`config.mk`:
```
export PLATFORM = sky130hd
export DESIGN_NAME = fan_loop_index_expander_unit
export DESIGN_NICKNAME = d
export VERILOG_FILES = /design/src/rtl/fle_pkg.sv /design/src/rtl/fle_front.sv /design/src/rtl/fle_queue.sv /design/src/rtl/fle_back.sv /design/src/rtl/fan_loop_index_expander_unit.sv
export SDC_FILE = /design/constraint.sdc
export NUM_CORES = 1
export LEC_CHECK = 0
export BUFFER_PORTS_ARGS = -buffer_cell sky130_fd_sc_hd__buf_2
export CAP_MARGIN = 20
export CORE_UTILIZATION = 36
export DETAILED_ROUTE_END_ITERATION = 16
export GPL_ROUTABILITY_DRIVEN = 0
export PLACE_DENSITY = 0.5
export RECOVER_POWER = 100
export SKIP_CTS_REPAIR_TIMING = 1
export SLEW_MARGIN = 15
export SYNTH_ARGS = -nofsm -noshare
export SYNTH_HDL_FRONTEND = slang
export SYNTH_HIERARCHICAL = 1
export SYNTH_SLANG_ARGS = --single-unit
export TNS_END_PERCENT = 50
```
`constraint.sdc`:
```
create_clock -name clk -period 15.4 [get_ports clk]
set_clock_uncertainty 0.15 [all_clocks]
set_input_delay 2.31 -clock clk [delete_from_list [all_inputs] [get_ports clk]]
set_output_delay 2.31 -clock clk [all_outputs]
set_load 0.01 [all_outputs]
```
`src/rtl/fle_pkg.sv`:
```
// Types and constants shared by the fan / line-loop index expander.
package fle_pkg;

    localparam int INDEX_W     = 32;
    localparam int MAX_RESULTS = 4;
    localparam int COUNT_W     = 3;
    localparam int POS_W       = 2;

    // Configuration register indexes
    localparam logic CFG_MODE       = 1'b0;
    localparam logic CFG_WIDE_INDEX = 1'b1;

    // Mode codes
    localparam logic MODE_LINE_LOOP = 1'b0;
    localparam logic MODE_TRI_FAN   = 1'b1;

    localparam logic [INDEX_W-1:0] NARROW_MASK = 32'h0000_FFFF;
    localparam logic [INDEX_W-1:0] WIDE_MASK   = 32'hFFFF_FFFF;

    typedef struct packed {
        logic [INDEX_W-1:0] index_value;
        logic               last_in;
    } item_t;

    typedef struct packed {
        logic [INDEX_W-1:0] out_index;
        logic               last_result;
    } result_t;

    typedef struct packed {
        logic mode;
        logic wide_index;
    } cfg_t;

    // One expanded group: up to four indices and how many are used
    typedef struct packed {
        logic [MAX_RESULTS-1:0][INDEX_W-1:0] idx;
        logic [COUNT_W-1:0]                  count;
    } job_t;

    // Queue status seen by the back end
    typedef struct packed {
        logic not_empty;
        job_t head;
    } queue_status_t;

endpackage

```
`src/rtl/fle_front.sv`:
```
// Front end: accepts index words, tracks the run and builds expansion jobs.
module fle_front (
    input  logic          clk,
    input  logic          rst_n,
    input  logic          item_valid,
    output logic          item_stall,
    input  fle_pkg::item_t item,
    input  fle_pkg::cfg_t  cfg,
    input  logic          queue_full,
    output logic          push,
    output fle_pkg::job_t  job
);
    import fle_pkg::*;

    logic [1:0]         run_count_reg, run_count_next;
    logic [INDEX_W-1:0] first_reg, first_next;
    logic [INDEX_W-1:0] prev_reg, prev_next;
    logic [INDEX_W-1:0] mask;
    logic [INDEX_W-1:0] v;
    logic               restart;
    logic               is_fan;
    logic               accept;

    assign item_stall = queue_full;
    assign accept     = item_valid && !queue_full;
    assign mask       = cfg.wide_index ? WIDE_MASK : NARROW_MASK;
    assign v          = item.index_value & mask;
    assign restart    = (v == mask);
    assign is_fan     = (cfg.mode == MODE_TRI_FAN);
    assign push       = accept && (job.count != '0);

    always_comb
    begin
        job.idx   = '0;
        job.count = '0;
        if (restart)
        begin
            // close the loop on a restart
            if (!is_fan && run_count_reg >= 2'd2)
            begin
                job.idx[0] = prev_reg;
                job.idx[1] = first_reg;
                job.count  = COUNT_W'(2);
            end
        end
        else if (!is_fan)
        begin
            if (run_count_reg != 2'd0)
            begin
                job.idx[0] = prev_reg;
                job.idx[1] = v;
                job.count  = COUNT_W'(2);
                if (item.last_in)
                begin
                    job.idx[2] = v;
                    job.idx[3] = first_reg;
                    job.count  = COUNT_W'(4);
                end
            end
        end
        else if (run_count_reg >= 2'd2)
        begin
            job.idx[0] = first_reg;
            job.idx[1] = prev_reg;
            job.idx[2] = v;
            job.count  = COUNT_W'(3);
        end
    end

    always_comb
    begin
        run_count_next = run_count_reg;
        first_next     = first_reg;
        prev_next      = prev_reg;
        if (accept)
        begin
            if (!restart)
            begin
                prev_next = v;
                if (run_count_reg == 2'd0)
                begin
                    first_next = v;
                end
            end
            if (restart || item.last_in)
            begin
                run_count_next = 2'd0;
            end
            else if (run_count_reg != 2'd3)
            begin
                run_count_next = run_count_reg + 2'd1;
            end
        end
    end

    always_ff @(posedge clk or negedge rst_n)
    begin
        if (!rst_n)
        begin
            run_count_reg <= 2'd0;
        end
        else
        begin
            run_count_reg <= run_count_next;
        end
    end

    always_ff @(posedge clk)
    begin
        first_reg <= first_next;
        prev_reg  <= prev_next;
    end

endmodule

```
`src/rtl/fle_queue.sv`:
```
// Two-entry job queue between the front and back ends.
module fle_queue (
    input  logic                  clk,
    input  logic                  rst_n,
    input  logic                  push,
    input  fle_pkg::job_t         push_job,
    output logic                  full,
    input  logic                  pop,
    output fle_pkg::queue_status_t status
);
    import fle_pkg::*;

    job_t       entry_reg [2];
    logic       wr_ptr_reg, wr_ptr_next;
    logic       rd_ptr_reg, rd_ptr_next;
    logic [1:0] fill_reg, fill_next;
    logic       do_push;
    logic       do_pop;

    assign full             = (fill_reg == 2'd2);
    assign status.not_empty = (fill_reg != 2'd0);
    assign status.head      = entry_reg[rd_ptr_reg];
    assign do_push          = push && !full;
    assign do_pop           = pop && status.not_empty;

    always_comb
    begin
        wr_ptr_next = wr_ptr_reg ^ do_push;
        rd_ptr_next = rd_ptr_reg ^ do_pop;
        fill_next   = fill_reg;
        if (do_push && !do_pop)
        begin
            fill_next = fill_reg + 2'd1;
        end
        else if (!do_push && do_pop)
        begin
            fill_next = fill_reg - 2'd1;
        end
    end

    always_ff @(posedge clk or negedge rst_n)
    begin
        if (!rst_n)
        begin
            wr_ptr_reg <= 1'b0;
            rd_ptr_reg <= 1'b0;
            fill_reg   <= 2'd0;
        end
        else
        begin
            wr_ptr_reg <= wr_ptr_next;
            rd_ptr_reg <= rd_ptr_next;
            fill_reg   <= fill_next;
        end
    end

    always_ff @(posedge clk)
    begin
        if (do_push)
        begin
            entry_reg[wr_ptr_reg] <= push_job;
        end
    end

endmodule

```
`src/rtl/fle_back.sv`:
```
// Back end: walks each job and emits one index word per cycle while result_stall is low.
module fle_back (
    input  logic                  clk,
    input  logic                  rst_n,
    input  fle_pkg::queue_status_t status,
    output logic                  pop,
    output logic                  result_valid,
    input  logic                  result_stall,
    output fle_pkg::result_t       result
);
    import fle_pkg::*;

    job_t           job_reg, job_next;
    logic           job_valid_reg, job_valid_next;
    logic [POS_W-1:0] pos_reg, pos_next;
    logic           out_valid_reg, out_valid_next;
    result_t        out_reg, out_next;
    logic           advance;
    logic           finish;

    assign result_valid = out_valid_reg;
    assign result       = out_reg;

    assign advance = job_valid_reg && (!out_valid_reg || !result_stall);
    assign finish  = advance && ({1'b0, pos_reg} == (job_reg.count - COUNT_W'(1)));
    assign pop     = status.not_empty && (!job_valid_reg || finish);

    always_comb
    begin
        job_next       = job_reg;
        job_valid_next = job_valid_reg;
        pos_next       = pos_reg;
        out_next       = out_reg;
        out_valid_next = out_valid_reg && result_stall;
        if (advance)
        begin
            out_next.out_index   = job_reg.idx[pos_reg];
            out_next.last_result = finish;
            out_valid_next       = 1'b1;
            pos_next             = pos_reg + POS_W'(1);
            if (finish)
            begin
                job_valid_next = 1'b0;
                pos_next       = '0;
            end
        end
        // load the next job when none is held or as soon as the current one hands out its last word
        if (pop)
        begin
            job_next       = status.head;
            job_valid_next = 1'b1;
            pos_next       = '0;
        end
    end

    always_ff @(posedge clk or negedge rst_n)
    begin
        if (!rst_n)
        begin
            job_valid_reg <= 1'b0;
            pos_reg       <= '0;
            out_valid_reg <= 1'b0;
        end
        else
        begin
            job_valid_reg <= job_valid_next;
            pos_reg       <= pos_next;
            out_valid_reg <= out_valid_next;
        end
    end

    always_ff @(posedge clk)
    begin
        job_reg <= job_next;
        out_reg <= out_next;
    end

endmodule

```
`src/rtl/fan_loop_index_expander_unit.sv`:
```
// Top level of the fan / line-loop to list index expander.
//
//  channel  | handshake                   | word
//  ---------+-----------------------------+--------------------------------------
//  item     | item_valid / item_stall     | item.index_value, item.last_in
//  result   | result_valid / result_stall | result.out_index, result.last_result
//  cfg      | cfg_valid / cfg_ready       | cfg_index, cfg_data
//
// The front end takes one index word per cycle while the two-entry job queue
// has room; the back end emits one result word per cycle from its output
// register while a job is loaded and result_stall is low. The sustained input
// rate is set by the single output port of the back end, which emits each word
// of a job in turn. The first result word of an item passes the queue entry,
// the back-end job register and its output register. Reset clears run state,
// queue and output; registers return to line loop, 16-bit indices.
module fan_loop_index_expander_unit (
    input  logic            clk,
    input  logic            rst_n,
    input  logic            item_valid,
    output logic            item_stall,
    input  fle_pkg::item_t   item,
    output logic            result_valid,
    input  logic            result_stall,
    output fle_pkg::result_t result,
    input  logic            cfg_valid,
    output logic            cfg_ready,
    input  logic            cfg_index,
    input  logic            cfg_data
);
    import fle_pkg::*;

    cfg_t          cfg_reg, cfg_next;
    logic          queue_full;
    logic          push;
    job_t          job;
    logic          pop;
    queue_status_t status;

    assign cfg_ready = 1'b1;

    always_comb
    begin
        cfg_next = cfg_reg;
        if (cfg_valid)
        begin
            unique case (cfg_index)
                CFG_MODE:       cfg_next.mode       = cfg_data;
                CFG_WIDE_INDEX: cfg_next.wide_index = cfg_data;
                default:        cfg_next            = cfg_reg;
            endcase
        end
    end

    always_ff @(posedge clk or negedge rst_n)
    begin
        if (!rst_n)
        begin
            cfg_reg <= '0;
        end
        else
        begin
            cfg_reg <= cfg_next;
        end
    end

    fle_front u_front (
        .clk        (clk),
        .rst_n      (rst_n),
        .item_valid (item_valid),
        .item_stall (item_stall),
        .item       (item),
        .cfg        (cfg_reg),
        .queue_full (queue_full),
        .push       (push),
        .job        (job)
    );

    fle_queue u_queue (
        .clk      (clk),
        .rst_n    (rst_n),
        .push     (push),
        .push_job (job),
        .full     (queue_full),
        .pop      (pop),
        .status   (status)
    );

    fle_back u_back (
        .clk          (clk),
        .rst_n        (rst_n),
        .status       (status),
        .pop          (pop),
        .result_valid (result_valid),
        .result_stall (result_stall),
        .result       (result)
    );

endmodule

```
==> results.ini, run 1 <==
[sta]
fmax_mhz = 97.1
period_share = 0.669
whs_ns = 0.345
period_needed_ns = 10.30
worst_pin_slew_ns = 4.34
fin_ws_ns = 5.10
slew_headroom = -1.92
final_max_slew_viol_count = 778
tns_ns = 0
hold_viol_final = 0
finalSetupViolCount = 0
rsz0062_at_grt = no

[clocking]
cts_tree = done
clk_latency_ns = 0.59
h-tree-depth = 2
cts_made_buffers = 53
cts.sinks = 502
root_buffer = clkbuf_16
clk_pin_slew_worst_paths_ns = 0.06
cts_buffer_depth = 3

[logic_synthesis]
ys_ff_latch = 502
avgSynthCellArea_um2 = 19.5
synth_compound_area_frac = 0.0371
synth_nets = 1068
synth.lib_cells_used.distinct = 47
yosysSeqAreaShare = 0.755
synth_mux_area_frac = 0.127
synthFlopType = edfxtp_1
synth-simple-area-share = 0.0526
yosys.area_share.xor_xnor = 0.00346
synthCells = 1021
netlist_area_um2 = 19900
async_reset_ff_frac = 0.0239
synthAdderAreaFrac = 0.00441
synth_top_family_by_area = multiplexers
synth_warnings = 6
synth-edff-count = 490

[setup_path]
cp_slowest_cell = ha_1
startpoint_type = input pin
crit_path_max_fanout = 55
path_cells = clkbuf_1 -> nand4_1 -> nor4_1 -> a21boi_4 -> clkbuf_1 -> o21ba_2 -> nor2b_1 -> ha_1 -> clkbuf_1 -> buf_16
worst_setup_path_end_kind = flop
path_common_cell = clkbuf_1
slowest_delay_ns = 2.30
critPathKind = input pin to flop
worstPathArrival_ns = 10.41
cp.required_ns = 15.51

[route]
first_pass_iters = 5
drcViolationCount = 0
ant_nets = 0
drt_iter0_markers = 608
wl_um = 42000
via_per_inst = 5.13
wl_per_cell_um = 22.7
num_vias = 9490

[run_status]
status = finished, violations left
violations = max-capacitance violations, max-slew violations

[power_and_ir_drop]
p_int_mw = 3.09
power_frac_comb = 0.231
seq_power_share = 0.476
ir_drop_uv = 96.6
power_mw = 4.33
p_leak_nw = 7.52
swShare = 0.286
p_switching_mw = 1.24
pwr_density_cell_nw_per_um2 = 195
clkPwrFrac = 0.293

[placed_design]
dpl.hpwl_um = 22300
pre_cts_ws_ns = 8.23
portBuffers = 74

[floorplanning]
initial_core_util = 0.367
die_area_um2 = 56200
pin_count = 76
rows = 85
die_w_um = 237
dieHeight_um = 237
core_um2 = 54200

[min_path]
holdCritPathClass = flop to flop

[grt]
grt_util_all_layers = 0.150
grt_antenna_before_repair = 0
grt_pass1_vias = 9904
grt.overflow.total = 0
grt_pass1_wl_um = 62300
grt_max_degree = 78

[finish]
finish.net_count = 1159
antennaDiodeCount = 0
final_layout_size_suffix_gt1_frac = 0.154
area_delta_synth_final_pct = 11.9
largest_reg_flops = 262

[run]
maxCapViolations = 20

-- worst paths after layout --
kind	from	to	slack [ns]	cells past startpoint
worst min register to register	u_queue/fill_reg[1]	u_queue/fill_reg[1]	0.35	1
min in group asynchronous	rst_n	u_back/job_valid_reg	1.72	1
max in group asynchronous	rst_n	u_back/pos_reg[1]	12.70	1
worst max-delay path	item[14]	u_queue/entry_reg[1][61]	5.10	10
worst max register to register	u_front/run_count_reg[0]	u_queue/entry_reg[1][61]	5.58	11
worst min-delay path	u_queue/fill_reg[1]	u_queue/fill_reg[1]	0.35	1
-- power by group through the flow --
stage | clock network [mW] | logic (mW) | registers (mW)
2_1_floorplan | 0 | 0.792 | 2.07
4_1_cts | 1.31 | 1.12 | 2.06
6_report | 1.27 | 0.999 | 2.06
3_5_place_dp | 0 | 1.11 | 2.08
5_1_grt | 1.36 | 1.09 | 2.09
3_3_place_gp | 0 | 1.11 | 2.08
-- critical path: cells and delay by family --
family | cells | cell delay (ns)
buffers and inverters | 4 | 4.52
adders and majority gates | 1 | 2.30
and+or+nand+nor | 3 | 0.66
AOI/OAI and AO/OA | 2 | 0.56
-- layout make-up --
type	count	area, µm²
flip-flops and latches	502	15000
well taps	696	871
repair buffers	93	414
inverters	10	37.5
multi-input cells	452	4170
fillers	4911	32000
clock inverters	24	250
clock buffers	74	1480
-- cell usage after synthesis (all sizes together) (5+ instances only) --
library cell,number,area (µm²)
mux4,32,721
a21oi,5,25.0
ha,7,87.6
dfrtp,12,300
nand3,46,230
buf,33,270
nand2,22,85.1
mux2,133,1800
and3,48,300
clkbuf,24,90.1
inv,10,37.5
nor2,9,33.8
nand4,8,50.1
edfxtp,490,14700
a22o,48,420
and2,37,231
a21o,16,120
nor3,6,46.3
-- per-stage QoR --
| stage | area (µm²) | cells | util |
|---|---|---|---|
| after CTS | 22700 | 1849 | 0.419 |
| after global placement | 21000 | 1751 | 0.387 |
| after floorplan | 19900 | 1021 | - |
| final | 22200 | 1851 | 0.410 |
| after detailed placement | 21000 | 1751 | 0.387 |
| after global routing | 22200 | 1851 | 0.410 |
-- placed cells by master (no fill, tap or decap), types with 3 or more instances in the layout --
cell type | netlist | layout
and2_0 | 0 | 37
nor2b_1 | 4 | 3
edfxtp_1 | 490 | 490
nor3_1 | 4 | 5
mux2_1 | 0 | 81
buf_2 | 12 | 5
clkbuf_1 | 24 | 99
nand3_1 | 46 | 46
clkinv_2 | 0 | 5
mux2_2 | 52 | 49
dfrtp_1 | 12 | 10
and3_1 | 48 | 48
clkinv_1 | 0 | 9
nor2_1 | 9 | 8
nand2b_1 | 4 | 4
a21oi_1 | 5 | 5
xnor2_1 | 3 | 4
buf_4 | 6 | 3
mux4_2 | 32 | 32
mux2_4 | 81 | 3
a22o_1 | 48 | 48
bufinv_16 | 0 | 5
xor2_1 | 3 | 3
clkbuf_8 | 0 | 3
a21o_1 | 16 | 16
clkbuf_16 | 0 | 55
nand4_1 | 8 | 8
inv_1 | 10 | 10
ha_1 | 7 | 7
nand2_1 | 21 | 22
-- per-layer routing --
metal | vias to the layer above | share of wire | wire length (µm) | track usage
li1 | 4241 | - | - | -
met1 | 4981 | 0.47 | 19800 | 0.211
met2 | 215 | 0.47 | 19600 | 0.238
met3 | 53 | 0.045 | 1900 | 0.0252
met4 | 0 | 0.017 | 723 | 0.0455
met5 | - | 0 | 0 | 0
-- kinds of logic after synthesis --
logic type / Yosys count
adder cells (fa/ha/maj): 7
multiplexers: 165
AND/OR/NAND/NOR: 186
AO/OA/AOI/OAI: 86
buffers and inverters: 67
other: 1
XOR/XNOR: 7
flip-flops: 502
(Power assumes the default switching activity.)
==> run 2: changes to the inputs <==
PLACE_DENSITY = 0.52   (was 0.5)
clock period = 9.45 ns   (was 15.4 ns; I/O delays follow)
==> run 2 against run 1 <==
Against the previous run: the run still ends with max-capacitance violations, max-slew violations left; first-iteration DRC count is 15% higher; flip-flop and latch count stayed put; sequential share of layout area is 0.12 points higher; utilization is 0.074 points lower; critical path depth is 1 lower; via count is 0.57% lower; combinational power is 62% higher; hold slack worse by 0.00092 ns; wire length is 1.8% lower; clock power is 61% higher; critical path type unchanged; critical endpoint is now u_queue/entry_reg[0][54]; highest routed layer unchanged.
==> results.ini, run 2 (synthesis gave the netlist of run 1 again) <==
[run_status]
status = finished, violations left  ; unchanged
violations = max-capacitance violations, max-slew violations  ; unchanged

[route]
ant_nets = 0  ; unchanged
num_vias = 9436  ; was 9490
wl_um = 41200  ; was 42000 µm
first_pass_iters = 5  ; unchanged
via_per_inst = 5.10  ; was 5.13
drcViolationCount = 0  ; unchanged
wl_per_cell_um = 22.3  ; was 22.7 µm
drt_iter0_markers = 700  ; was 608

[min_path]
holdCritPathClass = flop to flop  ; unchanged

[clocking]
cts_tree = done  ; unchanged
h-tree-depth = 2  ; unchanged
cts_made_buffers = 53  ; unchanged
clk_latency_ns = 0.59  ; about the same
clk_pin_slew_worst_paths_ns = 0.06  ; about the same
cts.sinks = 502  ; unchanged
root_buffer = clkbuf_16  ; unchanged
cts_buffer_depth = 3  ; unchanged

[floorplanning]
rows = 85  ; unchanged
dieHeight_um = 237  ; unchanged
die_area_um2 = 56200  ; unchanged
pin_count = 76  ; unchanged
initial_core_util = 0.367  ; unchanged
core_um2 = 54200  ; unchanged
die_w_um = 237  ; unchanged

[grt]
grt.overflow.total = 0  ; unchanged
grt_antenna_before_repair = 0  ; unchanged
grt_max_degree = 75  ; was 78
grt_util_all_layers = 0.148  ; was 0.150
grt_pass1_wl_um = 61600  ; was 62300 µm
grt_pass1_vias = 9785  ; was 9904

[setup_path]
cp_slowest_cell = ha_1  ; unchanged
worst_setup_path_end_kind = flop  ; unchanged
worstPathArrival_ns = 6.74  ; was 10.41 ns
critPathKind = input pin to flop  ; unchanged
startpoint_type = input pin  ; unchanged
cp.required_ns = 9.47  ; was 15.51 ns
path_cells = clkbuf_1 -> nand4_1 -> o41ai_1 -> a21oi_1 -> a211oi_4 -> o21ba_2 -> nor2b_1 -> ha_1 -> clkbuf_2  ; was clkbuf_1 -> nand4_1 -> nor4_1 -> a21boi_4 -> clkbuf_1 -> o21ba_2 -> nor2b_1 -> ha_1 -> clkbuf_1 -> buf_16
crit_path_max_fanout = 52  ; was 55
crit_buf_inv = 2  ; was 4
slowest_delay_ns = 1.61  ; was 2.30 ns
cp_top_family = compound AO/OA/AOI/OAI gates  ; was buffers and inverters

[sta]
slew_headroom = -2.11  ; was -1.92
rsz0062_at_grt = no  ; unchanged
fin_ws_ns = 2.73  ; was 5.10 ns
worst_pin_slew_ns = 4.62  ; was 4.34 ns
finalSetupViolCount = 0  ; unchanged
hold_viol_final = 0  ; unchanged
fmax_mhz = 149
whs_ns = 0.344  ; was 0.345 ns
period_needed_ns = 6.72
period_share = 0.711
tns_ns = 0  ; unchanged
final_max_slew_viol_count = 600  ; was 778

[finish]
area_delta_synth_final_pct = 11.7  ; was 11.9%
final_cell_mix = edfxtp_1 (490), clkbuf_1 (83), mux2_1 (81), clkbuf_16 (54)  ; was edfxtp_1 (490), clkbuf_1 (99), mux2_1 (81), clkbuf_16 (55), mux2_2 (49)
final_layout_size_suffix_gt1_frac = 0.166  ; was 0.154
antennaDiodeCount = 0  ; unchanged
finish.net_count = 1161  ; was 1159
multi_input_area_um2 = 4150  ; was 4170 µm²
post-route-util = 0.409  ; was 0.410
num-fill-cells = 4893  ; was 4911
largest_reg_flops = 262  ; unchanged
final_common_cell = edfxtp_1  ; unchanged
ff_latch_area_um2 = 15000  ; unchanged

[placed_design]
portBuffers = 74  ; unchanged
pre_cts_ws_ns = 3.76  ; was 8.23 ns
dpl.hpwl_um = 22200  ; was 22300 µm

[power_and_ir_drop]
p_leak_nw = 7.55  ; was 7.52 nW
pwr_density_cell_nw_per_um2 = 316  ; was 195 nW/µm²
ir_drop_uv = 162  ; was 96.6 µV

[run]
maxCapViolations = 17  ; was 20

## run 2: cell types whose count changed in the layout (fill, tap and decap cells not counted), moves of 2 or more
cell / previous run / this run
clkbuf_1: 99 / 83
clkinvlp_4: 2 / 0
a21boi_0: 1 / 3
inv_6: 2 / 0
clkbuf_2: 0 / 2
a21boi_4: 2 / 0
buf_2: 5 / 20
buf_4: 3 / 9
buf_16: 2 / 0
## run 2: per-stage QoR
| step | instance area [µm²] | cells | power (mW) |
|---|---|---|---|
| after global placement | 21000 | 1754 | 5.17 |
| after floorplan | 19900 | 1021 | 4.66 |
| after detailed placement | 21000 | 1754 | 5.20 |
| after global routing | 22200 | 1851 | 7.34 |
| final | 22200 | 1851 | 7.01 |
| after CTS | 22700 | 1850 | 7.27 |
## run 2: where the power goes
group          switching (mW)  internal, mW
Combinational            1.00         0.616
Clock                   0.822          1.23
Sequential              0.163          3.18
Total                    1.99          5.02
## run 2: worst paths after layout
path | startpoint | slack [ns] | to | cells past startpoint
worst min register to register | u_queue/fill_reg[1] | 0.34 | u_queue/fill_reg[1] | 1
max in group asynchronous | rst_n | 7.75 | u_back/pos_reg[0] | 1
worst max-delay path | item[21] | 2.73 | u_queue/entry_reg[0][54] | 9
worst max register to register | u_front/run_count_reg[0] | 2.93 | u_queue/entry_reg[0][54] | 9
min in group asynchronous | rst_n | 0.78 | u_queue/rd_ptr_reg | 1
worst min-delay path | u_queue/fill_reg[1] | 0.34 | u_queue/fill_reg[1] | 1
## run 2: layout make-up
cell class | instances | area share
sequential | 502 | 0.677
multi-input combinational | 452 | 0.187
clock buffer | 75 | 0.0653
tap | 696 | 0.0392
timing repair buffer | 95 | 0.0188
clock inverter | 21 | 0.0116
inverter | 10 | 0.00169
## run 2: metal layers
layer	global-route usage	up-vias	wire length, µm
met1	0.201	4944	18800
met5	0	-	0
met3	0.0244	54	1620
met4	0.0458	0	760
met2	0.244	189	20100
li1	-	4249	-
==> run 3: changes to the inputs <==
clock period = 5.7 ns   (was 9.45 ns; I/O delays follow)
==> run 3 against run 2 <==
Against the previous run: non-clock buffer count is 4 higher; clock-buffer cell count shrank 4; utilization barely moved; the run still ends with max-capacitance violations, max-slew violations left; highest routed layer unchanged; total power rose by 62%; combinational power increased by 66%; first-iteration DRC count up 3.6%.
==> results.ini, run 3 (synthesis gave the netlist of run 1 again) <==
[floorplanning]
die_area_um2 = 56200  ; unchanged
pin_count = 76  ; unchanged
initial_core_util = 0.367  ; unchanged
die_w_um = 237  ; unchanged
dieHeight_um = 237  ; unchanged
rows = 85  ; unchanged
core_um2 = 54200  ; unchanged

[sta]
period_needed_ns = 4.45
finalSetupViolCount = 0  ; unchanged
rsz0062_at_grt = no  ; unchanged
tns_ns = 0  ; unchanged
hold_viol_final = 0  ; unchanged
period_share = 0.781
worst_pin_slew_ns = 3.63  ; was 4.62 ns
whs_ns = 0.206  ; was 0.344 ns
fmax_mhz = 225
slew_headroom = -1.44  ; was -2.11
final_max_slew_viol_count = 295  ; was 600

[grt]
globalRouteMet1Util = 0.201  ; about the same
use_met2 = 0.242  ; was 0.244
grt.overflow.total = 0  ; unchanged
grt_antenna_before_repair = 1  ; was 0
grt_pass1_wl_um = 61200  ; was 61600 µm
grt_pass1_vias = 9597  ; was 9785
grt_max_degree = 72  ; was 75
grt.busiest_layer = met2  ; unchanged
grt_util_all_layers = 0.148  ; about the same
grtUsageMet3 = 0.0226  ; was 0.0244

[setup_path]
startpoint_type = flop  ; was input pin
worst_setup_path_end_kind = flop  ; unchanged
crit_path_max_fanout = 35  ; was 52
critPathKind = flop to flop  ; was input pin to flop
worstPathArrival_ns = 4.56  ; was 6.74 ns
cp.required_ns = 5.81  ; was 9.47 ns
worstRegToRegCells = 9  ; unchanged

[finish]
largest_reg_flops = 262  ; unchanged
area_delta_synth_final_pct = 11.6  ; was 11.7%
final_cell_mix = edfxtp_1 (490), mux2_1 (79), clkbuf_1 (77), clkbuf_16 (53), mux2_2 (51)  ; was edfxtp_1 (490), clkbuf_1 (83), mux2_1 (81), clkbuf_16 (54)
final_layout_size_suffix_gt1_frac = 0.178  ; was 0.166
finish.net_count = 1164  ; was 1161
fin_cells = 1853  ; was 1851
final_common_cell = edfxtp_1  ; unchanged
antennaDiodeCount = 0  ; unchanged
design_area_um2 = 22200  ; about the same

[placed_design]
dpl.hpwl_um = 22500  ; was 22200 µm
dpl_cell_area_um2 = 21100  ; was 21000 µm²
placedCellCount = 1757  ; was 1754
portBuffers = 74  ; unchanged

[clocking]
cts_buffer_depth = 3  ; unchanged
h-tree-depth = 2  ; unchanged
root_buffer = clkbuf_16  ; unchanged
cts_tree = done  ; unchanged
clk_latency_ns = 0.60  ; was 0.59 ns
cts.sinks = 502  ; unchanged
cts_made_buffers = 52  ; was 53
clk_pin_slew_worst_paths_ns = 0.06  ; about the same

[run]
maxCapViolations = 8  ; was 17

[route]
num_vias = 9391  ; was 9436
ant_nets = 0  ; unchanged
first_pass_iters = 5  ; unchanged
drcViolationCount = 0  ; unchanged
drt_iter0_markers = 725  ; was 700
wl_um = 41300  ; was 41200 µm
wl_per_cell_um = 22.3  ; about the same
via_per_inst = 5.07  ; was 5.10

[min_path]
holdCritPathClass = input pin to async pin  ; was flop to flop

[power_and_ir_drop]
pwr_density_cell_nw_per_um2 = 512  ; was 316 nW/µm²
ir_drop_uv = 283  ; was 162 µV
p_leak_nw = 7.55  ; about the same

[run_status]
violations = max-capacitance violations, max-slew violations  ; unchanged
status = finished, violations left  ; unchanged

[run 3: power by group]
group | internal (mW) | total, mW | switching (mW)
combinational | 1.04 | 2.69 | 1.65
sequential | 5.24 | 5.51 | 0.277
clock | 1.80 | 3.16 | 1.37
[run 3: through the flow]
step / setup WS [ns] / utilization / power (mW)
global route: 0.795 / 0.409 / 11.9
CTS: 1.80 / 0.418 / 11.9
finish: 1.25 / 0.409 / 11.4
global placement: 1.39 / 0.389 / 8.61
detailed placement: 1.32 / 0.389 / 8.65
floorplan: -0.500 / - / 7.72
[run 3: area by class of cell]
| class | instances | area, µm² |
|---|---|---|
| clock buffer | 71 | 1390 |
| clock inverter | 23 | 165 |
| fill | 4912 | 32000 |
| inverter | 10 | 37.5 |
| multi-input combinational | 452 | 4200 |
| sequential | 502 | 15000 |
| tap | 696 | 871 |
| timing repair buffer | 99 | 507 |
[run 3: metal layers]
layer  vias to the layer above  part of all wire
li1                       4251                 -
met1                      4863              0.45
met2                       218              0.48
met3                        59             0.046
met4                         0             0.021
met5                         -                 0
[run 3: path summary, 6_finish.rpt]
path | from | to | slack [ns]
max in group asynchronous | rst_n | u_back/pos_reg[1] | 4.59
min in group clk | u_queue/fill_reg[1] | u_queue/fill_reg[1] | 0.33
setup / recovery | u_front/run_count_reg[0] | u_queue/entry_reg[1][111] | 1.25
hold / removal | rst_n | u_back/pos_reg[0] | 0.21
setup reg to reg | u_front/run_count_reg[0] | u_queue/entry_reg[1][111] | 1.25
hold reg to reg | u_queue/fill_reg[1] | u_queue/fill_reg[1] | 0.33
[run 3: critical path: stages (launching register included)]
cell      delay [ns]
dfrtp_1         0.41
inv_1           0.10
ha_1            0.14
nor2_1          0.09
nor2b_1         1.30
a21boi_0        0.38
o21ba_2         0.20
nor2b_1         0.36
ha_4            0.59
buf_4           0.40
